==> src/rtl/vies_pkg.sv <==
// shared types, constants and saturating helpers for the euler step block
package vies_pkg;

   localparam int FRAC_BITS = 32;
   localparam int NUM_REGS  = 8;
   localparam int REG_W     = 63;
   localparam int IDX_W     = $clog2(NUM_REGS);
   localparam int REQ_W     = 192;
   localparam int RSP_W     = 208;

   localparam logic [IDX_W-1:0] REG_SOURCE_RATE    = IDX_W'(0);
   localparam logic [IDX_W-1:0] REG_TARGET_DECAY   = IDX_W'(1);
   localparam logic [IDX_W-1:0] REG_INFECTION_RATE = IDX_W'(2);
   localparam logic [IDX_W-1:0] REG_KILL_RATE      = IDX_W'(3);
   localparam logic [IDX_W-1:0] REG_INFECTED_DECAY = IDX_W'(4);
   localparam logic [IDX_W-1:0] REG_IMMUNE_GROWTH  = IDX_W'(5);
   localparam logic [IDX_W-1:0] REG_IMMUNE_DECAY   = IDX_W'(6);
   localparam logic [IDX_W-1:0] REG_TIME_STEP      = IDX_W'(7);

   localparam logic [63:0] ONE_FX = 64'd1 << FRAC_BITS;

   localparam logic [REG_W-1:0] SOURCE_RATE_RST    = REG_W'(64'd50000 << FRAC_BITS);
   localparam logic [REG_W-1:0] TARGET_DECAY_RST   = REG_W'(ONE_FX);
   localparam logic [REG_W-1:0] INFECTION_RATE_RST = REG_W'((ONE_FX + 64'd2000) / 64'd4000);
   localparam logic [REG_W-1:0] KILL_RATE_RST      = REG_W'((ONE_FX + 64'd10000) / 64'd20000);
   localparam logic [REG_W-1:0] INFECTED_DECAY_RST = REG_W'(64'd5 << FRAC_BITS);
   localparam logic [REG_W-1:0] IMMUNE_GROWTH_RST  = REG_W'(64'd10 << FRAC_BITS);
   localparam logic [REG_W-1:0] IMMUNE_DECAY_RST   = REG_W'(64'd5 << FRAC_BITS);
   localparam logic [REG_W-1:0] TIME_STEP_RST      = REG_W'((ONE_FX + 64'd50) / 64'd100);

   localparam logic signed [63:0] FX_MAX = 64'sh7FFF_FFFF_FFFF_FFFF;
   localparam logic signed [63:0] FX_MIN = 64'sh8000_0000_0000_0000;

   typedef struct packed {
      logic               start;
      logic signed [63:0] a;
      logic signed [63:0] b;
   } mul_cmd_type;

   typedef struct packed {
      logic               done;
      logic signed [63:0] value;
   } mul_rsp_type;

   function automatic logic signed [63:0] sat_add(input logic signed [63:0] a,
                                                  input logic signed [63:0] b);
      logic signed [63:0] s;
      s = a + b;
      if ((a[63] == b[63]) && (s[63] != a[63])) begin
         return a[63] ? FX_MIN : FX_MAX;
      end
      return s;
   endfunction

   function automatic logic signed [63:0] sat_sub(input logic signed [63:0] a,
                                                  input logic signed [63:0] b);
      logic signed [63:0] s;
      s = a - b;
      if ((a[63] != b[63]) && (s[63] != a[63])) begin
         return a[63] ? FX_MIN : FX_MAX;
      end
      return s;
   endfunction

endpackage

==> src/rtl/vies_mul.sv <==
// shared saturating fixed-point multiplier, one 32x32 partial product per cycle
module vies_mul (
   input  logic                  clock,
   input  logic                  reset,
   input  vies_pkg::mul_cmd_type cmd,
   output vies_pkg::mul_rsp_type rsp
);
   import vies_pkg::*;

   localparam logic [2:0] LAST_ISSUE = 3'd3;
   localparam logic [2:0] LAST_CNT   = 3'd5;

   logic         busy_ff, busy_in;
   logic [2:0]   cnt_ff, cnt_in;
   logic         neg_ff, neg_in;
   logic [63:0]  ma_ff, ma_in, mb_ff, mb_in;
   logic [63:0]  prod_ff, prod_in;
   logic         pv_ff, pv_in;
   logic [1:0]   psel_ff, psel_in;
   logic [127:0] acc_ff, acc_in;
   logic         done_ff, done_in;
   logic signed [63:0] res_ff, res_in;

   logic [31:0]  opa, opb;
   logic [127:0] addend;
   logic         ovf;
   logic [63:0]  q;

   always_comb begin
      opa    = cnt_ff[1] ? ma_ff[63:32] : ma_ff[31:0];
      opb    = cnt_ff[0] ? mb_ff[63:32] : mb_ff[31:0];
      prod_in = {32'd0, opa} * {32'd0, opb};
      unique case (psel_ff)
         2'd0:    addend = {64'd0, prod_ff};
         2'd3:    addend = {prod_ff, 64'd0};
         default: addend = {32'd0, prod_ff, 32'd0};
      endcase
      ovf = |acc_ff[127:64+FRAC_BITS];
      q   = acc_ff[64+FRAC_BITS-1:FRAC_BITS];
   end

   always_comb begin
      busy_in = busy_ff;
      cnt_in  = cnt_ff;
      neg_in  = neg_ff;
      ma_in   = ma_ff;
      mb_in   = mb_ff;
      acc_in  = acc_ff;
      pv_in   = 1'b0;
      psel_in = cnt_ff[1:0];
      done_in = 1'b0;
      res_in  = res_ff;
      if (!busy_ff) begin
         if (cmd.start) begin
            busy_in = 1'b1;
            cnt_in  = 3'd0;
            neg_in  = cmd.a[63] ^ cmd.b[63];
            ma_in   = cmd.a[63] ? ~cmd.a + 64'd1 : cmd.a;
            mb_in   = cmd.b[63] ? ~cmd.b + 64'd1 : cmd.b;
            acc_in  = '0;
         end
      end else begin
         pv_in = (cnt_ff <= LAST_ISSUE);
         if (pv_ff) begin
            acc_in = acc_ff + addend;
         end
         if (cnt_ff == LAST_CNT) begin
            busy_in = 1'b0;
            done_in = 1'b1;
            if (neg_ff) begin
               res_in = (ovf || q[63]) ? FX_MIN : ~q + 64'd1;
            end else begin
               res_in = (ovf || q[63]) ? FX_MAX : q;
            end
         end else begin
            cnt_in = cnt_ff + 3'd1;
         end
      end
   end

   always_ff @(posedge clock) begin
      if (reset) begin
         busy_ff <= 1'b0;
         cnt_ff  <= '0;
         pv_ff   <= 1'b0;
         done_ff <= 1'b0;
      end else begin
         busy_ff <= busy_in;
         cnt_ff  <= cnt_in;
         pv_ff   <= pv_in;
         done_ff <= done_in;
      end
      neg_ff  <= neg_in;
      ma_ff   <= ma_in;
      mb_ff   <= mb_in;
      prod_ff <= prod_in;
      psel_ff <= psel_in;
      acc_ff  <= acc_in;
      res_ff  <= res_in;
   end

   assign rsp.done  = done_ff;
   assign rsp.value = res_ff;

endmodule

==> config.mk <==
export PLATFORM = sky130hd
export DESIGN_NAME = vies_mul
export DESIGN_NICKNAME = d
export VERILOG_FILES = /design/src/rtl/vies_pkg.sv /design/src/rtl/vies_mul.sv
export SDC_FILE = /design/constraint.sdc
export NUM_CORES = 2
export LEC_CHECK = 0
export ABC_AREA = 1
export BUFFER_PORTS_ARGS = -buffer_cell sky130_fd_sc_hd__buf_2
export CAP_MARGIN = 15
export CORE_MARGIN = 10
export CORE_UTILIZATION = 45
export CTS_CLUSTER_DIAMETER = 60
export DETAILED_ROUTE_END_ITERATION = 6
export PLACE_DENSITY = 0.62
export SYNTH_ARGS = -nofsm -noshare
export SYNTH_HDL_FRONTEND = slang
export SYNTH_SLANG_ARGS = --single-unit
export TNS_END_PERCENT = 5
==> constraint.sdc <==
create_clock -name clock -period 11.2 [get_ports clock]
set_input_delay 2.24 -clock clock [delete_from_list [all_inputs] [get_ports clock]]
set_output_delay 2.24 -clock clock [all_outputs]
set_load 0.005 [all_outputs]
==> summary.txt <==
GRT
  • Initial antenna violation count: 4
  • Vias in the first global route: 65000
  • Grt ovf: 0
  • Pin count of the biggest net entering global routing: 103
  • First-pass GRT wire length: 425000 um
  • GRT Overall Usage: 34.4%

Cells and area
  • Final std cells w/o fill: 11800
  • Multi-input gate area in the final layout: 0.0473 mm^2
  • FILL cells: 15500
  • Most frequent cells in the layout: nand2_1 (2466), inv_1 (2225), nor2_1 (1404)
  • Post-layout instance area: 0.0734 mm^2
  • Total Nets Final: 11200
  • Seq. cell area: 0.0111 mm^2
  • Layout cells sized above 1: 6.29%
  • Most common cell after layout, fill and taps aside: nand2_1
  • Area growth syn-to-layout: 8.44%

Route
  • Routed Wire Length: 292000 um
  • Highest routed layer: met5
  • Initial DRC Count: 6007
  • First-pass iteration count of the detailed router: 7
  • DR vias/cell: 5.40
  • Vias: 63700
  • M1 WL: 110000 um
  • Met3 WL: 22600 um
  • Routed WL per cell: 24.7 um
  • Routed Antenna Nets: 0
  • Drt drc: 0
  • Met2 routed WL: 134000 um

Synth
  • Yosys reg bits: 393
  • Post-synth EDFFs: 321
  • Seq/Total Area, Yosys: 16.4%
  • Largest family of logic cells by synthesized area: adder cells
  • Predominant post-synthesis flop cell: edfxtp_1
  • Syn_nets: 11000
  • Syn. warnings: 0
  • Post-Synth XOR/XNOR Area: 2.63%
  • Adder-cell area share of the yosys netlist: 33.9%
  • Post-synthesis mux area share: 0%
  • Complex-gate fraction of the synthesized area: 6.14%
  • Syn Area/Cell: 7.03 um^2
  • Synth unique cells: 48
  • Asr flop ratio synth: 0%
  • Area of the mapped netlist: 0.0677 mm^2
  • Syn Inst Count: 9623
  • Post-Synth Simple-Gate Area: 27.0%

Floorplanning
  • Chip height: 408 um
  • Number of core rows: 142
  • Initial Util: 45.2%
  • IO Pins: 196
  • Die span in x: 408 um
  • Core Box Area: 0.150 mm^2
  • Die ar.: 0.166 mm^2

Worst hold path
  • HP Class: reg -> reg

CTS
  • Hold Buf Count CTS: 0
  • Worst skew pair latency: 0.69 ns
  • Num CTS Buffers: 69
  • Clock root buffer: clkbuf_16
  • TritonCTS clock tree: done
  • Post-cts gate resize count: 0
  • CTS Buffer Depth: 3
  • Clock sinks: 393
  • H-tree depth: 3
  • Clock slew at reported path FFs: 0.05 ns
  • Setup Fix Bufs, Post-CTS: 0

Placed design
  • Hpwl dp: 241000 um
  • Placed Instance Area: 0.0710 mm^2
  • Placed insts: 11700
  • Pre-CTS setup slack: 2.44 ns
  • Placer Congestion: 1.06
  • I/O Buffers: 195

Timing
  • Fmax: 0.113 GHz
  • Setup TNS: 0 ns
  • Fin. Hold Viols: 0
  • Final setup vio count: 0
  • Unrepaired setup endpoints after global routing: no
  • Skew final: 0.0671 ns
  • Final worst path period share: 79.0%
  • Tmin final: 8.85 ns
  • Worst-margin pin slew: 1.23 ns
  • Final WS setup: 2.35 ns
  • Max-slew violations: 0
  • Slew margin rel.: 17.9%

Critical path
  • CP Buf/Inv Count: 5
  • Arr. time, crit path: 9.39 ns
  • CP max stage cell: clkinv_1
  • Startpoint Class: register
  • CP endpoint kind: register
  • Crit path max-delay family: adder cells
  • Worst Path Required: 11.74 ns
  • Slowest stage delay, CP: 0.80 ns
  • Crit Path Category: reg -> reg
  • CP Max Fanout: 34
  • Worst-path cell chain: inv_2 -> or2_2 -> o21ai_2 -> buf_4 -> clkinv_1 -> nand2_1 -> fa_1 -> fa_1 -> fa_1 -> inv_1 -> fa_1 -> fa_1 -> fa_1 -> fa_1 -> ha_1 -> nand2_1 -> nor2_1 -> inv_1 -> nor2_1 -> nand4_1 -> nand3_1 -> nand3_1 -> nand2_1 -> xor2_1
  • CP most frequent cell: fa_1

Run
  • Max_cap viols: 0

Status
  • Status: finished, final reports clean
## worst paths after layout
| path | startpoint | to | slack [ns] | cells after the start |
|---|---|---|---|---|
| worst max-delay path | cnt_ff[1]$_SDFFE_PP0P_ | prod_ff[41]$_DFF_P_ | 2.35 | 24 |
| worst min-delay path | cnt_ff[1]$_SDFFE_PP0P_ | psel_ff[1]$_DFF_P_ | 0.53 | 0 |
| worst max register to register | cnt_ff[1]$_SDFFE_PP0P_ | prod_ff[41]$_DFF_P_ | 2.35 | 24 |
| worst min register to register | cnt_ff[1]$_SDFFE_PP0P_ | psel_ff[1]$_DFF_P_ | 0.53 | 0 |
## Yosys cell counts, types with 9 or more instances
master | count | share of area (%)
nand2_1 | 2468 | 14
inv_1 | 2227 | 12
nor2_1 | 1406 | 7.8
fa_1 | 897 | 27
ha_1 | 398 | 7.4
edfxtp_1 | 321 | 14
a21oi_1 | 281 | 2.1
nand3_1 | 254 | 1.9
o21ai_0 | 230 | 1.7
xor2_1 | 161 | 2.1
clkbuf_1 | 138 | 0.77
buf_2 | 98 | 0.72
nor3_1 | 90 | 0.67
nand4_1 | 79 | 0.73
dfxtp_1 | 72 | 2.1
or2_2 | 70 | 0.65
o22ai_1 | 67 | 0.62
nor4_1 | 43 | 0.40
xnor2_1 | 42 | 0.54
o31ai_1 | 33 | 0.37
o21ai_2 | 32 | 0.41
nor2_2 | 26 | 0.24
o21bai_1 | 23 | 0.26
o21a_1 | 22 | 0.24
o21ai_1 | 17 | 0.13
a21o_1 | 14 | 0.16
nand3_2 | 13 | 0.19
nor3_2 | 12 | 0.18
and2_1 | 11 | 0.10
a31oi_1 | 9 | 0.083
buf_1 | 9 | 0.050
inv_2 | 9 | 0.050
nand3b_1 | 9 | 0.10
## flip-flops by register name, summed over array words and instances (netlist names)
signal,flops
pv_ff,1
mb_ff,64
cnt_ff,3
done_ff,1
ma_ff,64
prod_ff,64
neg_ff,1
acc_ff,128
busy_ff,1
res_ff,64
psel_ff,2
## layout make-up
type                       count  area share (%)
tap                         2016            3.44
sequential                   393            15.1
inverter                    2243            11.5
multi-input combinational   6740            64.4
clock inverter                46           0.808
timing repair buffer         285            2.25
antenna                        2         0.00682
clock buffer                  80            2.48
## logic make-up after synthesis
logic type,after synthesis
simple gates,4505
buf+inv,2490
fa+ha+maj,1295
compound gates,737
flops,393
xor+xnor,203
## per-stage QoR
| step | hold WS [ns] | util (%) |
|---|---|---|
| 5_1_grt | 0.551 | 49.0 |
| 2_1_floorplan | 0.355 | - |
| 3_3_place_gp | 0.514 | 47.4 |
| 3_5_place_dp | 0.521 | 47.4 |
| 6_report | 0.532 | 49.1 |
| 4_1_cts | 0.530 | 49.0 |
## metal layers
metal,vias up,GRT usage [%]
met3,846,5.74
met5,-,0
li1,29100,-
met2,3150,56.9
met4,2,22.8
met1,30600,41.0
Power is not shown: default switching activity piles up to over one toggle a cycle in this logic, so the estimate is an artifact.
